[src/rtl/iprl_pkg.sv]
// Package: shared types and constants for the IPv4 route lookup block
`timescale 1ns / 1ps
`default_nettype none
package iprl_pkg;

    localparam int ROUTE_ENTRIES = 64;
    localparam int IDX_W = $clog2(ROUTE_ENTRIES);
    localparam int CNT_W = $clog2(ROUTE_ENTRIES + 1);

    typedef enum logic [1:0] {
        CMD_CLEAR  = 2'd0,
        CMD_ADD    = 2'd1,
        CMD_WORD   = 2'd2,
        CMD_UNUSED = 2'd3
    } t_cmd;

    typedef enum logic [2:0] {
        V_FORWARD = 3'd0,
        V_LOCAL   = 3'd1,
        V_EXPIRED = 3'd2,
        V_NOROUTE = 3'd3,
        V_ADDED   = 3'd4,
        V_FULL    = 3'd5
    } t_verdict;

    typedef struct packed {
        logic [1:0]  cmd;
        logic [31:0] route_dest;
        logic [5:0]  route_mask_len;
        logic [31:0] route_next_hop;
        logic [31:0] header_word;
        logic        last_word;
    } t_in_item;

    typedef struct packed {
        logic [2:0]  verdict;
        logic [31:0] next_hop;
        logic [7:0]  new_ttl;
        logic [15:0] new_checksum;
    } t_out_item;

    // Task handed from the front end to the back end through the queue
    typedef enum logic [1:0] {
        JOB_CLEAR  = 2'd0,
        JOB_ADD    = 2'd1,
        JOB_DECIDE = 2'd2
    } t_job_kind;

    typedef struct packed {
        t_job_kind   kind;
        logic [31:0] addr;      // route network or packet destination
        logic [5:0]  len;       // saturated prefix length
        logic [31:0] hop;
        logic [7:0]  ttl;
        logic [15:0] csum;      // final checksum (already inverted)
    } t_job;

    typedef enum logic [1:0] {
        BK_IDLE = 2'd0,
        BK_READ = 2'd1,
        BK_CMP  = 2'd2
    } t_bk_state;

    // Prefix mask from a length already saturated to 32
    function automatic logic [31:0] prefix_mask(input logic [5:0] len);
        logic [31:0] m;
        m = 32'hFFFF_FFFF;
        if (len == 6'd0) begin
            m = 32'd0;
        end else if (len < 6'd32) begin
            m = 32'hFFFF_FFFF << (6'd32 - len);
        end
        return m;
    endfunction

endpackage
`default_nettype wire

[src/rtl/iprl_front.sv]
// Front end: header word folding, classification, job generation
`timescale 1ns / 1ps
`default_nettype none
module iprl_front (
    input  wire logic            i_clk,
    input  wire logic            i_rst_n,
    input  wire logic            i_take,
    input  wire iprl_pkg::t_in_item i_item,
    output iprl_pkg::t_job       o_job,
    output logic                 o_job_valid
);

    logic [16:0] r_sum;
    logic [3:0]  r_pos;
    logic [7:0]  r_ttl;
    logic [31:0] r_dest;

    logic [15:0] hi, lo;
    logic [16:0] s1, s2;
    logic [7:0]  ttl_now;
    logic [31:0] dest_now;
    logic [16:0] t1;
    logic [15:0] t2;
    logic [5:0]  sat_len;

    // Word contribution with TTL decremented and checksum zeroed
    always_comb begin
        hi       = i_item.header_word[31:16];
        lo       = i_item.header_word[15:0];
        ttl_now  = r_ttl;
        dest_now = r_dest;
        if (r_pos == 4'd2) begin
            ttl_now = i_item.header_word[31:24];
            hi      = {ttl_now - 8'd1, i_item.header_word[23:16]};
            lo      = 16'd0;
        end else if (r_pos == 4'd4) begin
            dest_now = i_item.header_word;
        end
        s1 = {1'b0, r_sum[15:0]} + {16'd0, r_sum[16]} + {1'b0, hi};
        s1 = {1'b0, s1[15:0]} + {16'd0, s1[16]};
        s2 = {1'b0, s1[15:0]} + {16'd0, s1[16]} + {1'b0, lo};
        s2 = {1'b0, s2[15:0]} + {16'd0, s2[16]};
        t1 = {1'b0, s2[15:0]} + {16'd0, s2[16]};
        t2 = t1[15:0] + {15'd0, t1[16]};
        sat_len = (i_item.route_mask_len > 6'd32) ? 6'd32 : i_item.route_mask_len;
    end

    // Packet accumulation state
    always_ff @(posedge i_clk) begin
        if (!i_rst_n) begin
            r_sum  <= '0;
            r_pos  <= '0;
            r_ttl  <= '0;
            r_dest <= '0;
        end else if (i_take && i_item.cmd == iprl_pkg::CMD_WORD) begin
            if (i_item.last_word) begin
                r_sum  <= '0;
                r_pos  <= '0;
                r_ttl  <= '0;
                r_dest <= '0;
            end else begin
                r_sum  <= s2;
                r_pos  <= (r_pos == 4'd15) ? r_pos : r_pos + 4'd1;
                r_ttl  <= ttl_now;
                r_dest <= dest_now;
            end
        end
    end

    // Job build
    always_comb begin
        o_job.kind  = iprl_pkg::JOB_CLEAR;
        o_job.addr  = dest_now;
        o_job.len   = sat_len;
        o_job.hop   = i_item.route_next_hop;
        o_job.ttl   = ttl_now;
        o_job.csum  = ~t2;
        o_job_valid = 1'b0;
        case (i_item.cmd)
            iprl_pkg::CMD_CLEAR: begin
                o_job_valid = i_take;
            end
            iprl_pkg::CMD_ADD: begin
                o_job.kind  = iprl_pkg::JOB_ADD;
                o_job.addr  = i_item.route_dest;
                o_job_valid = i_take;
            end
            iprl_pkg::CMD_WORD: begin
                o_job.kind  = iprl_pkg::JOB_DECIDE;
                o_job_valid = i_take && i_item.last_word;
            end
            default: o_job_valid = 1'b0;
        endcase
    end

endmodule
`default_nettype wire

[config.mk]
export PLATFORM = sky130hd
export DESIGN_NAME = iprl_front
export DESIGN_NICKNAME = d
export VERILOG_FILES = /design/src/rtl/iprl_pkg.sv /design/src/rtl/iprl_front.sv
export SDC_FILE = /design/constraint.sdc
export NUM_CORES = 1
export LEC_CHECK = 0
export BUFFER_PORTS_ARGS = -buffer_cell sky130_fd_sc_hd__buf_4
export CORE_MARGIN = 2
export CORE_UTILIZATION = 54
export DETAILED_ROUTE_END_ITERATION = 7
export PLACE_DENSITY = 0.83
export SYNTH_ARGS = -nofsm -noshare
export SYNTH_HDL_FRONTEND = slang
export SYNTH_SLANG_ARGS = --single-unit
[constraint.sdc]
create_clock -name i_clk -period 22.6 [get_ports i_clk]
set_clock_uncertainty 0.2 [all_clocks]
set_input_delay 4.52 -clock i_clk [delete_from_list [all_inputs] [get_ports i_clk]]
set_output_delay 4.52 -clock i_clk [all_outputs]
set_load 0.1 [all_outputs]
==> results.py, run 1 <==
metrics = {
    "global_route": {
        "grt_pass1_vias": 5749,
        "grtUsageMet1": 0.3748,
        "grt_usage": 0.2721,
        "busiest_layer": "met2",
        "antenna_found_initial": 0,
        "grt_pass1_wl_um": 29250,
        "gr-total-overflow": 0,
        "grt_use_met2": 0.4231,
        "use_met3": 0.05189,
        "grt_max_degree": 66,
    },
    "run_status": {
        "run_status": "complete, no violations",
    },
    "synth": {
        "synth.cell_area_um2": 6863,
        "synthSimpleGateAreaFrac": 0.2625,
        "synth_ff_type": "dfxtp_1",
        "avgSynthCellArea_um2": 7.702,
        "synth_compound_area_frac": 0.2481,
        "synth_xor_xnor_area_share": 0.1012,
        "ys_ff_latch": 61,
        "muxShareOfSynthArea": 0.05014,
        "synth_top_area_share": 0.1779,
        "yosysTopAreaCell": "dfxtp_1",
        "synthAdderAreaFrac": 0.08824,
        "synth_edf_count": 0,
        "synthTopCellsByArea": "dfxtp_1 (18%), ha_1 (7.7%), nor2b_1 (6.2%)",
        "ys_types": 81,
        "async_flop_share": 0,
        "synth_top_family_by_area": "simple AND/OR/NAND/NOR gates",
        "synth_nets": 1045,
        "ys_seq_area_frac": 0.1779,
        "yosys_warnings": 0,
        "postSynthCellCount": 891,
    },
    "power": {
        "p_leak_nw": 3.407,
        "ir_worst_vdd_mv": 0.07444,
        "power_density_nw_per_um2": 73.25,
    },
    "setup_path": {
        "max_stage_delay_ns": 0.41,
        "reg2reg_slack_ns": 13.10,
        "ff2ff_path_depth": 36,
        "cp_common_cell": "ha_1",
        "worstReg2RegEnd": "r_sum[12]$_SDFFE_PN0P_",
        "cp_max_fo": 9,
        "required_ns": 17.88,
        "cp.arrival_ns": 16.05,
        "rr_startpoint": "r_pos[1]$_SDFFE_PN0P_",
        "worst_path_max_delay_cell": "fa_1",
        "setup.worst_path.end_class": "output pin",
        "path_class": "primary input to output pin",
        "startpoint_type": "primary input",
    },
    "sta": {
        "maxSlewViolCount": 0,
        "rsz0062_at_grt": "no",
        "setup_violations": 0,
        "fin_crit_ns": 20.77,
        "finalHoldViolCount": 0,
        "max_freq_mhz": 48.15,
        "finalCritPeriodShare": 0.9190,
        "max_slew_margin": 0.3389,
        "worst_slew_pin_slew_ns": 0.9892,
        "fin_setup_tns_ns": 0,
    },
    "floorplanning": {
        "dieArea_um2": 13630,
        "core_area_um2": 12520,
        "dieHeight_um": 116.7,
        "num_rows": 41,
        "initial_core_util": 0.5483,
        "die_w_um": 116.7,
        "io_pins": 205,
    },
    "flow_run": {
        "cap_violations": 0,
    },
    "drt": {
        "firstDrtPassIters": 5,
        "drc": 0,
        "drt_iter0_markers": 565,
        "vias": 6787,
        "antenna_left": 0,
        "viasPerCell": 5.902,
        "drt-total-wl_um": 19250,
        "drt-wirelength-per-cell_um": 16.74,
    },
    "clock_tree": {
        "clk_latency_ns": 0.34,
        "clockBufferDepth": 2,
        "clock_sinks": 61,
        "ctsResizeCount": 0,
        "ctsHoldBuffers": 0,
        "cts.clk_slew.worst_paths_ns": 0.05,
        "htree_levels": 3,
        "cts_made_buffers": 9,
        "cts_root_buf": "clkbuf_16",
        "cts_tree": "built",
        "postCtsSetupBuffers": 0,
    },
    "cells_and_area": {
        "num_antenna_cells": 0,
        "nets": 1127,
        "final_common_cell": "buf_4",
        "fin_cells": 1150,
        "drive_above_1_share": 0.2035,
        "final_cell_mix": "buf_4 (144), nand2_1 (92), o21ai_0 (69), nor2b_1 (67), dfxtp_1 (61)",
        "area_delta_synth_final_pct": 18.10,
    },
    "place": {
        "portBuffers": 140,
        "place_congestion": 0.9843,
        "dp.cells": 1134,
        "post-dp-hpwl_um": 14580,
    },
    "hold_path": {
        "holdPathEnd": "r_dest[24]$_SDFFE_PN0P_",
        "hp-class": "register to register",
        "hold_start": "r_dest[24]$_SDFFE_PN0P_",
        "min_path_cells": 2,
    },
}
==> worst max-delay path by stage <==
stage | startpoint | endpoint | slack, ns | depth (start not counted)
after detailed placement | i_item[17] | o_job[15] | 1.99 | 57
after global placement | i_item[17] | o_job[15] | 2.45 | 57
after CTS | i_item[17] | o_job[15] | 1.93 | 57
final | i_item[17] | o_job[15] | 1.83 | 57
after floorplan | i_item[17] | o_job[11] | 2.33 | 55
after global routing | i_item[17] | o_job[15] | 0.62 | 57
==> layout make-up <==
class / instances / area [µm²]
Clock buffer: 13 / 260.3
Inverter: 24 / 90.09
Tap cell: 172 / 215.2
Timing Repair Buffer: 144 / 1081
Clock inverter: 3 / 67.56
Multi-Input combinational cell: 733 / 5170
Fill cell: 1113 / 4412
Sequential cell: 61 / 1221
==> worst max-delay path: cells and delay by family <==
kind / cells / cell delay, ns
simple gates: 28 / 5.55
fa+ha+maj: 11 / 2.81
compound gates: 14 / 2.51
buf+inv: 3 / 0.48
xor+xnor: 1 / 0.16
==> Yosys cell counts, drive strengths merged, types with 3 or more instances <==
cell type	count
a2111oi	6
a211o	6
a211oi	9
a21boi	5
a21o	7
a21oi	34
a22oi	52
a311o	3
a31oi	4
and2	31
and3	8
buf	40
clkbuf	33
dfxtp	61
fa	4
ha	42
inv	24
mux2i	34
nand2	92
nand2b	8
nand3	19
nand3b	3
nand4	10
nor2	46
nor2b	68
nor3	17
nor3b	8
nor4	7
o211ai	10
o21a	9
o21ai	73
o31ai	4
or2	6
or3	6
xnor2	44
xor2	30
==> where the power goes <==
| group | switching, mW | total [mW] | internal, mW | leakage, nW |
|---|---|---|---|---|
| clock network | 0.0484 | 0.151 | 0.103 | 0.156 |
| logic | 0.235 | 0.333 | 0.0976 | 2.76 |
| registers | 0.00131 | 0.110 | 0.109 | 0.492 |
| total | 0.285 | 0.594 | 0.309 | 3.41 |
==> layer usage <==
metal / share of wire / up-vias
li1: - / 3326
met5: 0 / -
met3: 0.072 / 46
met1: 0.44 / 3168
met4: 0.030 / 0
met2: 0.46 / 247
==> flip-flops by register name, indices dropped and copies added (netlist names) <==
name and count:
r_pos 4, r_ttl 8, r_dest 32, r_sum 17
==> per-stage QoR <==
step	power (mW)	area [µm²]	hold WS (ns)	util	setup slack, ns
final	0.5937	8105	0.3187	0.6475	1.831
after floorplan	0.3961	6863	0.2542	-	2.330
after global routing	0.6180	8105	0.3406	0.6475	0.6174
after CTS	0.5936	8105	0.3225	0.6475	1.932
after detailed placement	0.4412	7777	0.3064	0.6214	1.990
after global placement	0.4394	7777	0.3009	0.6214	2.451
==> cell families after synthesis <==
family / after synthesis
multiplexers: 34
flip-flops: 61
AND/OR/NAND/NOR: 338
buffers and inverters: 97
XOR/XNOR: 75
AO/OA/AOI/OAI: 240
adder cells (fa/ha/maj): 46
Note: power is estimated with default switching activity, not from simulation.
==> run 2: changes to the inputs <==
--- a/config.mk
+++ b/config.mk
@@ -9,7 +9,7 @@
 export CORE_MARGIN = 2
 export CORE_UTILIZATION = 54
 export DETAILED_ROUTE_END_ITERATION = 7
-export PLACE_DENSITY = 0.83
+export PLACE_DENSITY = 0.81
 export SYNTH_ARGS = -nofsm -noshare
 export SYNTH_HDL_FRONTEND = slang
 export SYNTH_SLANG_ARGS = --single-unit
==> results.py, run 2 (synthesized netlist as in run 1, its figures left out) <==
metrics = {
    "run_status": {
        "run_status": "complete, no violations",
    },
    "power": {
        "p_leak_nw": 3.388,
        "swShare": 0.4971,
        "pwr-share-comb": 0.574,
        "p_int_mw": 0.2918,
        "pwr-share-clk": 0.237,
        "seqPwrFrac": 0.190,
        "switching_power_mw": 0.2884,
        "power_density_nw_per_um2": 71.82,
        "ir_worst_vdd_mv": 0.09875,
    },
    "place": {
        "place_congestion": 0.9343,
        "portBuffers": 140,
        "dp.cells": 1134,
        "post-dp-hpwl_um": 14250,
        "placed_cell_area_um2": 7777,
    },
    "setup_path": {
        "startpoint_type": "primary input",
        "worst_path_max_delay_cell": "fa_1",
        "ff2ff_path_depth": 37,
        "cp_common_cell": "ha_1",
        "setup.worst_path.end_class": "output pin",
        "path_class": "primary input to output pin",
        "max_stage_delay_ns": 0.42,
        "cp.arrival_ns": 15.97,
        "required_ns": 17.88,
        "rr_startpoint": "r_pos[1]$_SDFFE_PN0P_",
        "worstReg2RegEnd": "r_sum[12]$_SDFFE_PN0P_",
        "reg2reg_slack_ns": 13.62,
        "cp_max_fo": 9,
    },
    "global_route": {
        "grt_pass1_vias": 5804,
        "busiest_layer": "met2",
        "use_met3": 0.03684,
        "grt_use_met2": 0.4181,
        "grt_max_degree": 66,
        "antenna_found_initial": 0,
        "grt_pass1_wl_um": 28850,
        "grt_usage": 0.2640,
        "grtUsageMet1": 0.3738,
        "gr-total-overflow": 0,
    },
    "hold_path": {
        "holdPathEnd": "r_sum[16]$_SDFFE_PN0P_",
        "min_path_cells": 2,
        "hold_start": "r_sum[16]$_SDFFE_PN0P_",
        "hp-class": "register to register",
    },
    "sta": {
        "worst_slew_pin_slew_ns": 1.094,
        "rsz0062_at_grt": "no",
        "whs_ns": 0.2909,
        "fin_setup_tns_ns": 0,
        "max_slew_margin": 0.2691,
        "max_freq_mhz": 48.34,
        "finalHoldViolCount": 0,
        "maxSlewViolCount": 0,
        "finalCritPeriodShare": 0.9154,
        "fin_crit_ns": 20.69,
        "setup_violations": 0,
    },
    "floorplanning": {
        "die_w_um": 116.7,
        "initial_core_util": 0.5483,
        "io_pins": 205,
        "core_area_um2": 12520,
        "dieHeight_um": 116.7,
        "dieArea_um2": 13630,
        "num_rows": 41,
    },
    "drt": {
        "drt_iter0_markers": 604,
        "viasPerCell": 5.851,
        "firstDrtPassIters": 5,
        "drt-wirelength-per-cell_um": 16.38,
        "drc": 0,
        "vias": 6729,
        "drt-total-wl_um": 18830,
        "antenna_left": 0,
    },
    "flow_run": {
        "cap_violations": 0,
    },
    "clock_tree": {
        "clock_sinks": 61,
        "ctsHoldBuffers": 0,
        "cts.clk_slew.worst_paths_ns": 0.05,
        "cts_made_buffers": 9,
        "cts_tree": "built",
        "cts_root_buf": "clkbuf_16",
        "clk_latency_ns": 0.34,
        "clockBufferDepth": 2,
        "htree_levels": 3,
        "ctsResizeCount": 0,
        "postCtsSetupBuffers": 0,
    },
    "cells_and_area": {
        "drive_above_1_share": 0.2055,
        "fin_cells": 1150,
        "stdcell_area_um2": 8078,
        "area_delta_synth_final_pct": 17.70,
        "fin_util": 0.6453,
        "largest-register": "r_dest",
        "nets": 1127,
        "largest_reg_flops": 32,
        "final_cell_mix": "buf_4 (144), nand2_1 (92), o21ai_0 (69), nor2b_1 (67), dfxtp_1 (61)",
        "final_common_cell": "buf_4",
        "reg_top3": "r_dest: 32 flops, r_sum: 17 flops, r_ttl: 8 flops",
        "num_antenna_cells": 0,
    },
}
## run 2: changes by cell type in the layout (fill, tap and decap cells not counted)
cell / change
bufinv_16: -1
clkbuf_1: -2
clkbuf_8: -2
clkinv_2: +1
clkinv_4: +1
clkinvlp_4: +2
inv_6: +1
## run 2: power groups by stage
stage / combinational (mW) / clock [mW] / sequential (mW)
2_1_floorplan: 0.284 / 0 / 0.112
3_3_place_gp: 0.327 / 0 / 0.112
3_5_place_dp: 0.328 / 0 / 0.112
4_1_cts: 0.330 / 0.139 / 0.110
5_1_grt: 0.350 / 0.143 / 0.110
6_report: 0.333 / 0.137 / 0.110
## run 2: worst max-delay path: cells and delay by family
family,cells,cell delay [ns]
adder cells (fa/ha/maj),11,2.80
buffers and inverters,3,0.47
XOR/XNOR,1,0.15
AO/OA/AOI/OAI,14,2.50
AND/OR/NAND/NOR,28,5.54
## run 2: area by class of cell
cell class	instances	area, µm²
clock buffers	9	225.2
repair buffers	144	1081
multi-input cells	733	5170
clock inverters	7	75.07
inverters	24	90.09
well taps	172	215.2
fillers	1144	4439
flip-flops and latches	61	1221
## run 2: worst max-delay path by stage
stage | startpoint | endpoint | slack (ns)
after floorplan | i_item[17] | o_job[11] | 2.33
after global placement | i_item[17] | o_job[15] | 2.43
after detailed placement | i_item[17] | o_job[15] | 2.04
after CTS | i_item[17] | o_job[15] | 1.96
after global routing | i_item[17] | o_job[15] | 0.69
final | i_item[17] | o_job[15] | 1.91
## run 2: stage by stage
stage | worst slack [ns] | power, mW
finish | 1.912 | 0.5802
global route | 0.6922 | 0.6032
CTS | 1.965 | 0.5797
detailed placement | 2.042 | 0.4407
global placement | 2.430 | 0.4391
floorplan | 2.330 | 0.3961
## run 2: layer usage
metal / vias up / share of wire
met5: - / 0
met4: 0 / 0.015
met3: 32 / 0.066
met2: 229 / 0.46
met1: 3136 / 0.46
li1: 3332 / -
