File: src/rtl/iprl_pkg.sv
// Package: shared types and constants for the IPv4 route lookup block
`timescale 1ns / 1ps
`default_nettype none
package iprl_pkg;

    localparam int ROUTE_ENTRIES = 64;
    localparam int IDX_W = $clog2(ROUTE_ENTRIES);
    localparam int CNT_W = $clog2(ROUTE_ENTRIES + 1);

    typedef enum logic [1:0] {
        CMD_CLEAR  = 2'd0,
        CMD_ADD    = 2'd1,
        CMD_WORD   = 2'd2,
        CMD_UNUSED = 2'd3
    } t_cmd;

    typedef enum logic [2:0] {
        V_FORWARD = 3'd0,
        V_LOCAL   = 3'd1,
        V_EXPIRED = 3'd2,
        V_NOROUTE = 3'd3,
        V_ADDED   = 3'd4,
        V_FULL    = 3'd5
    } t_verdict;

    typedef struct packed {
        logic [1:0]  cmd;
        logic [31:0] route_dest;
        logic [5:0]  route_mask_len;
        logic [31:0] route_next_hop;
        logic [31:0] header_word;
        logic        last_word;
    } t_in_item;

    typedef struct packed {
        logic [2:0]  verdict;
        logic [31:0] next_hop;
        logic [7:0]  new_ttl;
        logic [15:0] new_checksum;
    } t_out_item;

    // Task handed from the front end to the back end through the queue
    typedef enum logic [1:0] {
        JOB_CLEAR  = 2'd0,
        JOB_ADD    = 2'd1,
        JOB_DECIDE = 2'd2
    } t_job_kind;

    typedef struct packed {
        t_job_kind   kind;
        logic [31:0] addr;      // route network or packet destination
        logic [5:0]  len;       // saturated prefix length
        logic [31:0] hop;
        logic [7:0]  ttl;
        logic [15:0] csum;      // final checksum (already inverted)
    } t_job;

    typedef enum logic [1:0] {
        BK_IDLE = 2'd0,
        BK_READ = 2'd1,
        BK_CMP  = 2'd2
    } t_bk_state;

    // Prefix mask from a length already saturated to 32
    function automatic logic [31:0] prefix_mask(input logic [5:0] len);
        logic [31:0] m;
        m = 32'hFFFF_FFFF;
        if (len == 6'd0) begin
            m = 32'd0;
        end else if (len < 6'd32) begin
            m = 32'hFFFF_FFFF << (6'd32 - len);
        end
        return m;
    endfunction

endpackage
`default_nettype wire

File: src/rtl/iprl_queue.sv
// Two-entry job queue between front and back ends
`timescale 1ns / 1ps
`default_nettype none
module iprl_queue (
    input  wire logic          i_clk,
    input  wire logic          i_rst_n,
    input  wire logic          i_push,
    input  wire iprl_pkg::t_job i_job,
    input  wire logic          i_pop,
    output iprl_pkg::t_job     o_job,
    output logic               o_valid,
    output logic               o_full
);

    iprl_pkg::t_job r_mem [2];
    logic       r_wp, r_rp;
    logic [1:0] r_cnt;

    assign o_job   = r_mem[r_rp];
    assign o_valid = (r_cnt != 2'd0);
    assign o_full  = (r_cnt == 2'd2);

    // Storage
    always_ff @(posedge i_clk) begin
        if (i_push) begin
            r_mem[r_wp] <= i_job;
        end
    end

    // Pointers and fill
    always_ff @(posedge i_clk) begin
        if (!i_rst_n) begin
            r_wp  <= 1'b0;
            r_rp  <= 1'b0;
            r_cnt <= 2'd0;
        end else begin
            if (i_push) r_wp <= ~r_wp;
            if (i_pop)  r_rp <= ~r_rp;
            r_cnt <= r_cnt + {1'b0, i_push} - {1'b0, i_pop};
        end
    end

endmodule
`default_nettype wire

File: config.mk
export PLATFORM = sky130hd
export DESIGN_NAME = iprl_queue
export DESIGN_NICKNAME = d
export VERILOG_FILES = /design/src/rtl/iprl_pkg.sv /design/src/rtl/iprl_queue.sv
export SDC_FILE = /design/constraint.sdc
export NUM_CORES = 1
export LEC_CHECK = 0
export BUFFER_PORTS_ARGS = -buffer_cell sky130_fd_sc_hd__buf_2
export CAP_MARGIN = 20
export CORE_ASPECT_RATIO = 1.5
export CORE_UTILIZATION = 25
export DETAILED_ROUTE_END_ITERATION = 7
export HOLD_SLACK_MARGIN = 0.03
export PLACE_DENSITY_LB_ADDON = 0.25
export SLEW_MARGIN = 5
export SYNTH_ARGS = -nofsm -noshare
export SYNTH_HDL_FRONTEND = slang
export SYNTH_SLANG_ARGS = --single-unit
File: constraint.sdc
create_clock -name i_clk -period 9.4 [get_ports i_clk]
set_clock_uncertainty 0.1 [all_clocks]
set_input_delay 2.82 -clock i_clk [delete_from_list [all_inputs] [get_ports i_clk]]
set_output_delay 2.82 -clock i_clk [all_outputs]
set_load 0.005 [all_outputs]
==> results of run 1 <==
power by group through the flow:
stage          sequential (W)  clock (W)  combinational (W)
3_5_place_dp          0.00106          0           0.000196
3_3_place_gp          0.00105          0           0.000191
4_1_cts               0.00104   0.000831           0.000196
2_1_floorplan         0.00105          0           0.000118
6_report              0.00104   0.000804           0.000190
5_1_grt               0.00104   0.000862           0.000207
final cells by class:
cell class / instances / area, um2 / share of cell area
multi-input combinational: 110 / 1360 / 0.145
sequential: 197 / 5870 / 0.623
tap: 390 / 488 / 0.0518
timing repair buffer: 201 / 1030 / 0.109
inverter: 2 / 7.51 / 0.000797
clock inverter: 11 / 199 / 0.0211
clock buffer: 21 / 460 / 0.0489
kinds of logic (layout without fill, tap and decap cells):
family,after synthesis,in the layout,share of synthesized area
DFF,197,197,0.797
muxes,96,96,0.167
buffers and inverters,13,235,0.0189
and+or+nand+nor,9,9,0.00765
adders and majority gates,2,2,0.00340
xor gates and xnor gates,2,2,0.00425
AOI/OAI and AO/OA,1,1,0.00102
worst min-delay path by stage:
| stage | start | endpoint | slack (ns) |
|---|---|---|---|
| 6_report | r_rp | flip-flop | 0.47 |
| 5_1_grt | r_rp | flip-flop | 0.50 |
| 4_1_cts | r_rp | flip-flop | 0.48 |
| 3_5_place_dp | r_rp | flip-flop | 0.47 |
| 3_3_place_gp | r_rp | flip-flop | 0.46 |
| 2_1_floorplan | r_rp | flip-flop | 0.45 |
registers in the layout (all words and copies together) (netlist names), named ones only:
register	flops
r_cnt	2
r_mem	192
r_rp	1
r_wp	1
cells in the final DEF (no fill, tap or decap), drive strengths merged:
| master | Yosys | routed |
|---|---|---|
| buf | 11 | 201 |
| edfxtp | 192 | 192 |
| mux2 | 96 | 96 |
| clkbuf | 0 | 21 |
| bufinv | 0 | 5 |
| dfxtp | 5 | 5 |
| nor2b | 4 | 4 |
| and2 | 4 | 4 |
| clkinvlp | 0 | 3 |
| inv | 2 | 3 |
| ha | 2 | 2 |
| clkinv | 0 | 2 |
| or2 | 1 | 1 |
| xor2 | 1 | 1 |
| o21a | 1 | 1 |
| xnor3 | 1 | 1 |
stage by stage:
stage | hold WS, ns | instances | total power [W]
after floorplan | 0.455 | 320 | 0.00117
after global placement | 0.458 | 899 | 0.00124
after detailed placement | 0.469 | 900 | 0.00125
after CTS | 0.483 | 932 | 0.00206
after global routing | 0.500 | 932 | 0.00211
final | 0.473 | 932 | 0.00203
layer usage:
layer | wire length [um] | vias to the layer above
met5 | 0 | -
met4 | 309 | 0
met3 | 1010 | 14
met2 | 7700 | 131
met1 | 5400 | 1814
li1 | - | 1681
worst min-delay path, stage by stage, from the launching register on:
cell     delay [ns]
dfxtp_1        0.33
xor2_1         0.07
and2_1         0.14
==> qor.txt, run 1 <==
Place WS = 4.19 ns
Core Region = 28800 um2
Detail Route Antenna Nets = 0
gpl congestion = 0.692
clock latency on the worst-skew pair = 0.44 ns
Synth area leaders = edfxtp_1, mux2_2, mux2_4
drt wl/cell = 15.5 um
Post-CTS Hold Buffers = 0
R2R depth = 2
Critical Path End Type = output pin
initial antenna violation count = 0
most frequent cell after synthesis = edfxtp_1
full die area = 30100 um2
global-route wire length before repair = 21500 um
PwrDens = 216 nW/um2
hpwl dp = 9550 um
top post-synthesis cells by count = edfxtp_1, mux2_2, mux2_4
CP Launch Type = flip-flop
share of layout cells above drive strength 1 = 0.611
post-CTS sizing = 0
endpoints failing hold = 0
met2 Use GR = 0.179
status = finished clean
starting DRC count in detailed routing = 151
residual DRC count = 0
busiest layer in global routing = met2
setup_tns = 0 ns
max cap viols = 0
pin slew with the least headroom to its limit = 0.867 ns
DR vias/cell = 3.91
critical setup path kind = reg2out
M3 GR Usage = 0.0410
ys async rst share = 0
vias in the first global route = 3998
Leak Pwr = 3.54 nW
Top Ports = 198
number of synthesized flops with an enable pin = 192
worst r2r dst = r_mem[1][19]
Row Count = 76
RSZ-0062 raised after global routing = no
R2R setup slack = 7.12 ns
register bit total from synthesis = 197
placed inst area = 8750 um2
Synth cell types = 16
Cell Chain, Critical Path = buf_4 > mux2_2 > buf_2
design area = 9410 um2
clk root buf = clkbuf_16
Final period util = 0.592
syn avg cell area = 23.0 um2
Routed WL = 14400 um
top cell type's share of synthesized area = 0.784
FF-to-FF Start = r_wp
sequential share of power = 0.510
starting density of the core = 0.255
f_max = 0.180 GHz
Ys Warns = 0
die extent in x = 142 um
CTS max path bufs = 2
Slew Viols, Final = 0
GRT overflow = 0
CTS tree = built
Levels on crit path = 3
Post-Syn Nets = 422
# fillers = 2780
Vias = 3640
Max FO, Critical Path = 49
Clk pwr share = 0.396
Layout area overhead = 28.0%
post-layout minimum cycle time = 5.57 ns
worst setup margin = 3.83 ns
Critical Path Max Stage Delay = 0.82 ns
Max-slew headroom = 0.422
Bufs and invs on worst path = 2
Int Power = 0.00161 W
CTS HTree Levels = 4
worst hold stages = 2
# clock sinks = 197
Cell Area, Synth = 7360 um2
GRT Resource Usage Total = 0.0994
sw power = 0.000419 W
Nets = 631
final core utilization = 0.327
total CTS buffers = 17
Main synth FF type = edfxtp_1
Yosys top cell by area = edfxtp_1
Min-Delay Path Class = reg2reg
Critical Path RT = 6.48 ns
end of the critical path = o_job[28]
Setup Buffers After CTS = 0
Sw Share = 0.207
combinational share of power = 0.093
Crit path arrival time = 2.65 ns
Syn Inst Count = 320
Crit-path slowest cell = dfxtp_4
# diodes = 0
height of the die = 212 um
worst vdd ir = 0.000127 V
M1 GR Usage = 0.0960
largest net degree at the start of global routing = 62
family with the most delay on the worst path = buffers and inverters
post-synthesis sequential area ratio = 0.797
Port Buffers = 197
clk slew on worst S/H paths = 0.06 ns
drt pass-1 iters = 4
final number of setup-violating endpoints = 0
Note: power is estimated with default switching activity, not from simulation.
==> inputs of run 2 (changes only) <==
- clock period: 9.4 -> 4.7 ns (I/O delays scaled with it)
==> qor.txt, run 2 (synthesis gave the netlist of run 1 again) <==
Critical Path RT = 3.19 ns (-3.29 ns)
# clock sinks = 197 (unchanged)
status = finished clean
CTS max path bufs = 2 (unchanged)
pin slew with the least headroom to its limit = 0.735 ns (-0.132 ns)
commonest non-fill, non-tap cell in the layout = buf_2
residual DRC count = 0 (unchanged)
f_max = 0.267 GHz
Port Buffers = 197 (unchanged)
hpwl dp = 9660 um (+1.2%)
biggest regs = r_mem: 192 flops, r_cnt: 2 flops
Crit path arrival time = 2.24 ns (-0.41 ns)
fin cells = 933 (+0.11%)
drt pass-1 iters = 4 (unchanged)
initial antenna violation count = 2 (+2)
Detail Route Antenna Nets = 0 (unchanged)
M1 GR Usage = 0.0958 (-0.000194)
Critical Path Max Stage Delay = 0.82 ns (about the same)
area of the multi-input gates = 1360 um2 (unchanged)
GRT overflow = 0 (unchanged)
Core Region = 28800 um2 (unchanged)
family with the most delay on the worst path = flip-flops
busiest layer in global routing = met2
post-layout minimum cycle time = 3.75 ns
vias in the first global route = 4058 (+1.5%)
PwrDens = 425 nW/um2 (+97%)
CTS tree = built
Leak Pwr = 3.54 nW (about the same)
most frequent cells in the layout = buf_2, edfxtp_1, mux2_2
height of the die = 212 um (unchanged)
FF/Latch Area = 5870 um2 (unchanged)
CP Launch Type = flip-flop
GRT Resource Usage Total = 0.102 (+0.00223)
CTS HTree Levels = 4 (unchanged)
met2 Use GR = 0.186 (+0.00693)
Setup Buffers After CTS = 0 (unchanged)
critical setup path kind = reg2out
worst vdd ir = 0.000258 V (+100%)
Critical Path End Type = output pin
Vias = 3600 (-1.1%)
post-CTS sizing = 0 (unchanged)
Final period util = 0.798
Layout area overhead = 27.9% (about the same)
starting density of the core = 0.255 (unchanged)
Max-slew headroom = 0.510 (+0.0881)
die extent in x = 142 um (unchanged)
max reg flops = 192 (unchanged)
Crit-path slowest cell = dfxtp_4
Nets = 631 (unchanged)
Bufs and invs on worst path = 2 (unchanged)
global-route wire length before repair = 21900 um (+1.9%)
drt wl/cell = 15.8 um (+1.9%)
starting DRC count in detailed routing = 138 (-8.6%)
Hold Slack = 0.481 ns (+0.00754 ns)
Row Count = 76 (unchanged)
total CTS buffers = 17 (unchanged)
endpoints failing hold = 0 (unchanged)
M3 GR Usage = 0.0347 (-0.00631)
RSZ-0062 raised after global routing = no
Cell Chain, Critical Path = buf_4 > mux2_2 > buf_2
gpl congestion = 0.681 (-1.7%)
# fillers = 2813 (+1.2%)
most flop-heavy register = r_mem
max cap viols = 0 (unchanged)
full die area = 30100 um2 (unchanged)
Routed WL = 14700 um (+2.1%)
DR vias/cell = 3.86 (-1.2%)
Post-CTS Hold Buffers = 0 (unchanged)
Slew Viols, Final = 0 (unchanged)
Top Ports = 198 (unchanged)
setup_tns = 0 ns (unchanged)
final number of setup-violating endpoints = 0 (unchanged)
placed insts = 900 (unchanged)
share of layout cells above drive strength 1 = 0.611 (unchanged)
Min-Delay Path Class = reg2reg
Max FO, Critical Path = 42 (-14%)
clock latency on the worst-skew pair = 0.44 ns (about the same)
largest net degree at the start of global routing = 98 (+58%)
clk slew on worst S/H paths = 0.07 ns (about the same)
clk root buf = clkbuf_16
-- run 2: changes by cell type in the layout (fill, tap and decap cells not counted), moves of 2 or more --
| cell | delta |
|---|---|
| buf_4 | -2 |
| clkinv_1 | +2 |
| clkbuf_1 | -2 |
| inv_6 | +2 |
| buf_12 | +2 |
| clkbuf_8 | -2 |
-- run 2: worst paths after layout --
check,startpoint,endpoint,slack [ns],cells past startpoint
max reg2reg,r_wp,r_mem[1][40],2.83,2
min,r_rp,flip-flop,0.48,2
min reg2reg,r_rp,flip-flop,0.48,2
max,flip-flop,o_job[49],0.95,3
-- run 2: routing by layer --
metal	routed length, um	vias up
li1	-	1682
met2	8130	114
met4	422	2
met3	799	24
met1	5350	1778
met5	17	-
-- run 2: cell type report --
type	instances	area share
Inverter	2	0.000798
Sequential cell	197	0.624
Multi-Input combinational cell	110	0.145
Timing Repair Buffer	201	0.112
Tap cell	390	0.0519
Clock buffer	17	0.0452
Antenna cell	1	0.000266
Clock inverter	15	0.0215
-- run 2: stage by stage --
stage | power (W) | util | instance area [um2] | setup slack (ns)
5_1_grt | 0.00416 | 0.327 | 9410 | 0.791
2_1_floorplan | 0.00233 | - | 7360 | 0.228
4_1_cts | 0.00408 | 0.327 | 9410 | 0.837
3_5_place_dp | 0.00250 | 0.305 | 8780 | 1.35
3_3_place_gp | 0.00249 | 0.305 | 8780 | 1.41
6_report | 0.00400 | 0.327 | 9410 | 0.951
-- run 2: tightest hold or removal path, delay by kind of cell (launching register included) --
family / cells / cell delay, ns
flip-flops: 1 / 0.33
AND/OR/NAND/NOR: 1 / 0.14
XOR/XNOR: 1 / 0.07
-- run 2: power by group --
group          internal, W  switching [W]
sequential         0.00203      0.0000412
combinational     0.000216       0.000163
clock             0.000896       0.000656
==> inputs of run 3 (changes only) <==
- ABC_AREA: unset -> 1
- clock period: 4.7 -> 3.4 ns (I/O delays scaled with it)
==> qor.txt, run 3 <==
Yosys top cell by area = edfxtp_1
# clock sinks = 197 (unchanged)
Row Count = 76 (unchanged)
PwrDens = 582 nW/um2 (+37%)
Min-Delay Path Class = reg2reg
worst setup margin = 0.373 ns (-0.578 ns)
Ys Warns = 0 (unchanged)
total power = 0.00550 W (+37%)
most flop-heavy register = r_mem
Setup Buffers After CTS = 0 (unchanged)
height of the die = 212 um (about the same)
Synth area leaders = edfxtp_1, mux2_2, mux2_4
Nets = 645 (+2.2%)
Synth cell types = 14 (-2)
Leak Pwr = 3.58 nW (+1.3%)
starting density of the core = 0.255 (about the same)
Core Region = 28800 um2 (unchanged)
f_max = 0.330 GHz
CTS max path bufs = 2 (unchanged)
endpoints failing hold = 0 (unchanged)
number of synthesized flops with an enable pin = 192 (unchanged)
Main synth FF type = edfxtp_1
syn avg cell area = 22.1 um2 (-3.6%)
Max-slew headroom = 0.637 (+0.127)
clk slew on worst S/H paths = 0.07 ns (about the same)
drt pass-1 iters = 4 (unchanged)
worst hold stages = 2 (unchanged)
DR vias/cell = 3.90 (+1.0%)
biggest regs = r_mem: 192 flops, r_cnt: 2 flops
die extent in x = 142 um (about the same)
Critical Path RT = 2.28 ns (-0.91 ns)
Hold Path Sink = r_rp
share of layout cells above drive strength 1 = 0.599 (-0.0118)
Hold Slack = 0.415 ns (-0.0657 ns)
post-layout minimum cycle time = 3.03 ns
hold path start = r_rp
residual DRC count = 0 (unchanged)
Routed WL = 14400 um (-2.3%)
clock latency on the worst-skew pair = 0.44 ns (about the same)
final number of setup-violating endpoints = 0 (unchanged)
max cap viols = 0 (unchanged)
Vias = 3692 (+2.6%)
Post-CTS Hold Buffers = 0 (unchanged)
Max FO, Critical Path = 42 (unchanged)
Detail Route Antenna Nets = 0 (unchanged)
Port Buffers = 197 (unchanged)
max reg flops = 192 (unchanged)
initial antenna violation count = 3 (+1)
post-CTS sizing = 0 (unchanged)
hpwl dp = 9780 um (+1.2%)
Layout area overhead = 28.5%
RSZ-0062 raised after global routing = no
commonest non-fill, non-tap cell in the layout = buf_2
final core utilization = 0.328 (+0.00143)
total CTS buffers = 17 (unchanged)
register bit total from synthesis = 197 (unchanged)
GRT overflow = 0 (unchanged)
Syn Inst Count = 332 (+3.8%)
post-synthesis sequential area ratio = 0.798 (about the same)
Top Ports = 198 (unchanged)
largest net degree at the start of global routing = 61 (-38%)
Final period util = 0.890
worst r2r dst = r_mem[1][62]
full die area = 30100 um2 (about the same)
most frequent cells in the layout = buf_2, edfxtp_1, mux2_2
FF-to-FF Start = r_wp
setup_tns = 0 ns (unchanged)
starting DRC count in detailed routing = 139 (+0.72%)
ys async rst share = 0 (unchanged)
top post-synthesis cells by count = edfxtp_1, mux2_2, mux2_4
global-route wire length before repair = 21700 um (-1.2%)
R2R depth = 3 (+1)
Critical Path End Type = output pin
Crit path arrival time = 1.91 ns (-0.33 ns)
CTS HTree Levels = 4 (unchanged)
vias in the first global route = 4195 (+3.4%)
drt wl/cell = 15.2 um (-3.7%)
critical setup path kind = reg2out
top cell type's share of synthesized area = 0.784 (about the same)
GRT Resource Usage Total = 0.0996 (-0.00197)
Slew Viols, Final = 0 (unchanged)
CTS tree = built
CP Launch Type = flip-flop
Place WS = 0.800 ns (-0.553 ns)
pin slew with the least headroom to its limit = 0.545 ns (-0.190 ns)
R2R setup slack = 1.84 ns (-0.99 ns)
worst vdd ir = 0.000348 V (+35%)
clk root buf = clkbuf_16
Cell Area, Synth = 7350 um2 (about the same)
status = finished clean
gpl congestion = 0.644 (-5.3%)
most frequent cell after synthesis = edfxtp_1
Post-Syn Nets = 434 (+2.8%)
run 3: cell count changes in the layout (fill, tap and decap cells not counted), moves of 2 or more:
cell | before | now
clkbuf_8 | 0 | 3
clkinv_1 | 2 | 0
and2_1 | 3 | 0
nand2_1 | 0 | 9
nor2_1 | 0 | 7
nor2b_1 | 3 | 0
inv_1 | 2 | 6
run 3: layout make-up:
cell class	count	area (um2)
fillers	2808	19400
flip-flops and latches	197	5870
multi-input cells	117	1340
repair buffers	203	1080
well taps	390	488
clock buffers	21	470
clock inverters	11	173
inverters	7	30.0
diodes	1	2.50
run 3: critical path, cell delays in order, from the launching register on:
cell     delay (ns)
dfxtp_4        0.61
buf_12         0.29
mux2_2         0.37
buf_2          0.13
run 3: logic make-up after synthesis:
| kind of cell | share of synthesized area |
|---|---|
| simple gates | 0.00936 |
| fa+ha+maj | 0.00340 |
| buf+inv | 0.0214 |
| mux | 0.167 |
| flops | 0.798 |
| compound gates | 0.000680 |
run 3: worst max-delay path by stage:
stage                  endpoint  startpoint  cells past startpoint
floorplan           r_mem[1][0]      i_push                      2
global placement       o_job[6]   flip-flop                      3
detailed placement     o_job[9]   flip-flop                      3
CTS                    o_job[9]   flip-flop                      3
global route          o_job[14]   flip-flop                      3
finish                 o_job[9]   flip-flop                      3
run 3: through the flow:
| step | std cells | area, um2 |
|---|---|---|
| floorplan | 332 | 7360 |
| global route | 947 | 9450 |
| CTS | 946 | 9450 |
| detailed placement | 914 | 8810 |
| global placement | 914 | 8810 |
| finish | 947 | 9450 |
run 3: power breakdown:
| part | switching [W] | internal [W] |
|---|---|---|
| Clock | 0.000877 | 0.00129 |
| Combinational | 0.000224 | 0.000256 |
| Sequential | 0.0000402 | 0.00281 |
| Total | 0.00114 | 0.00436 |
run 3: routing by layer:
| metal | GRT usage | vias up | routed length, um |
|---|---|---|---|
| met2 | 0.189 | 128 | 8100 |
| met4 | 0.0634 | 0 | 407 |
| met3 | 0.0356 | 22 | 910 |
| met5 | 0 | - | 0 |
| li1 | - | 1718 | - |
| met1 | 0.0871 | 1824 | 4960 |
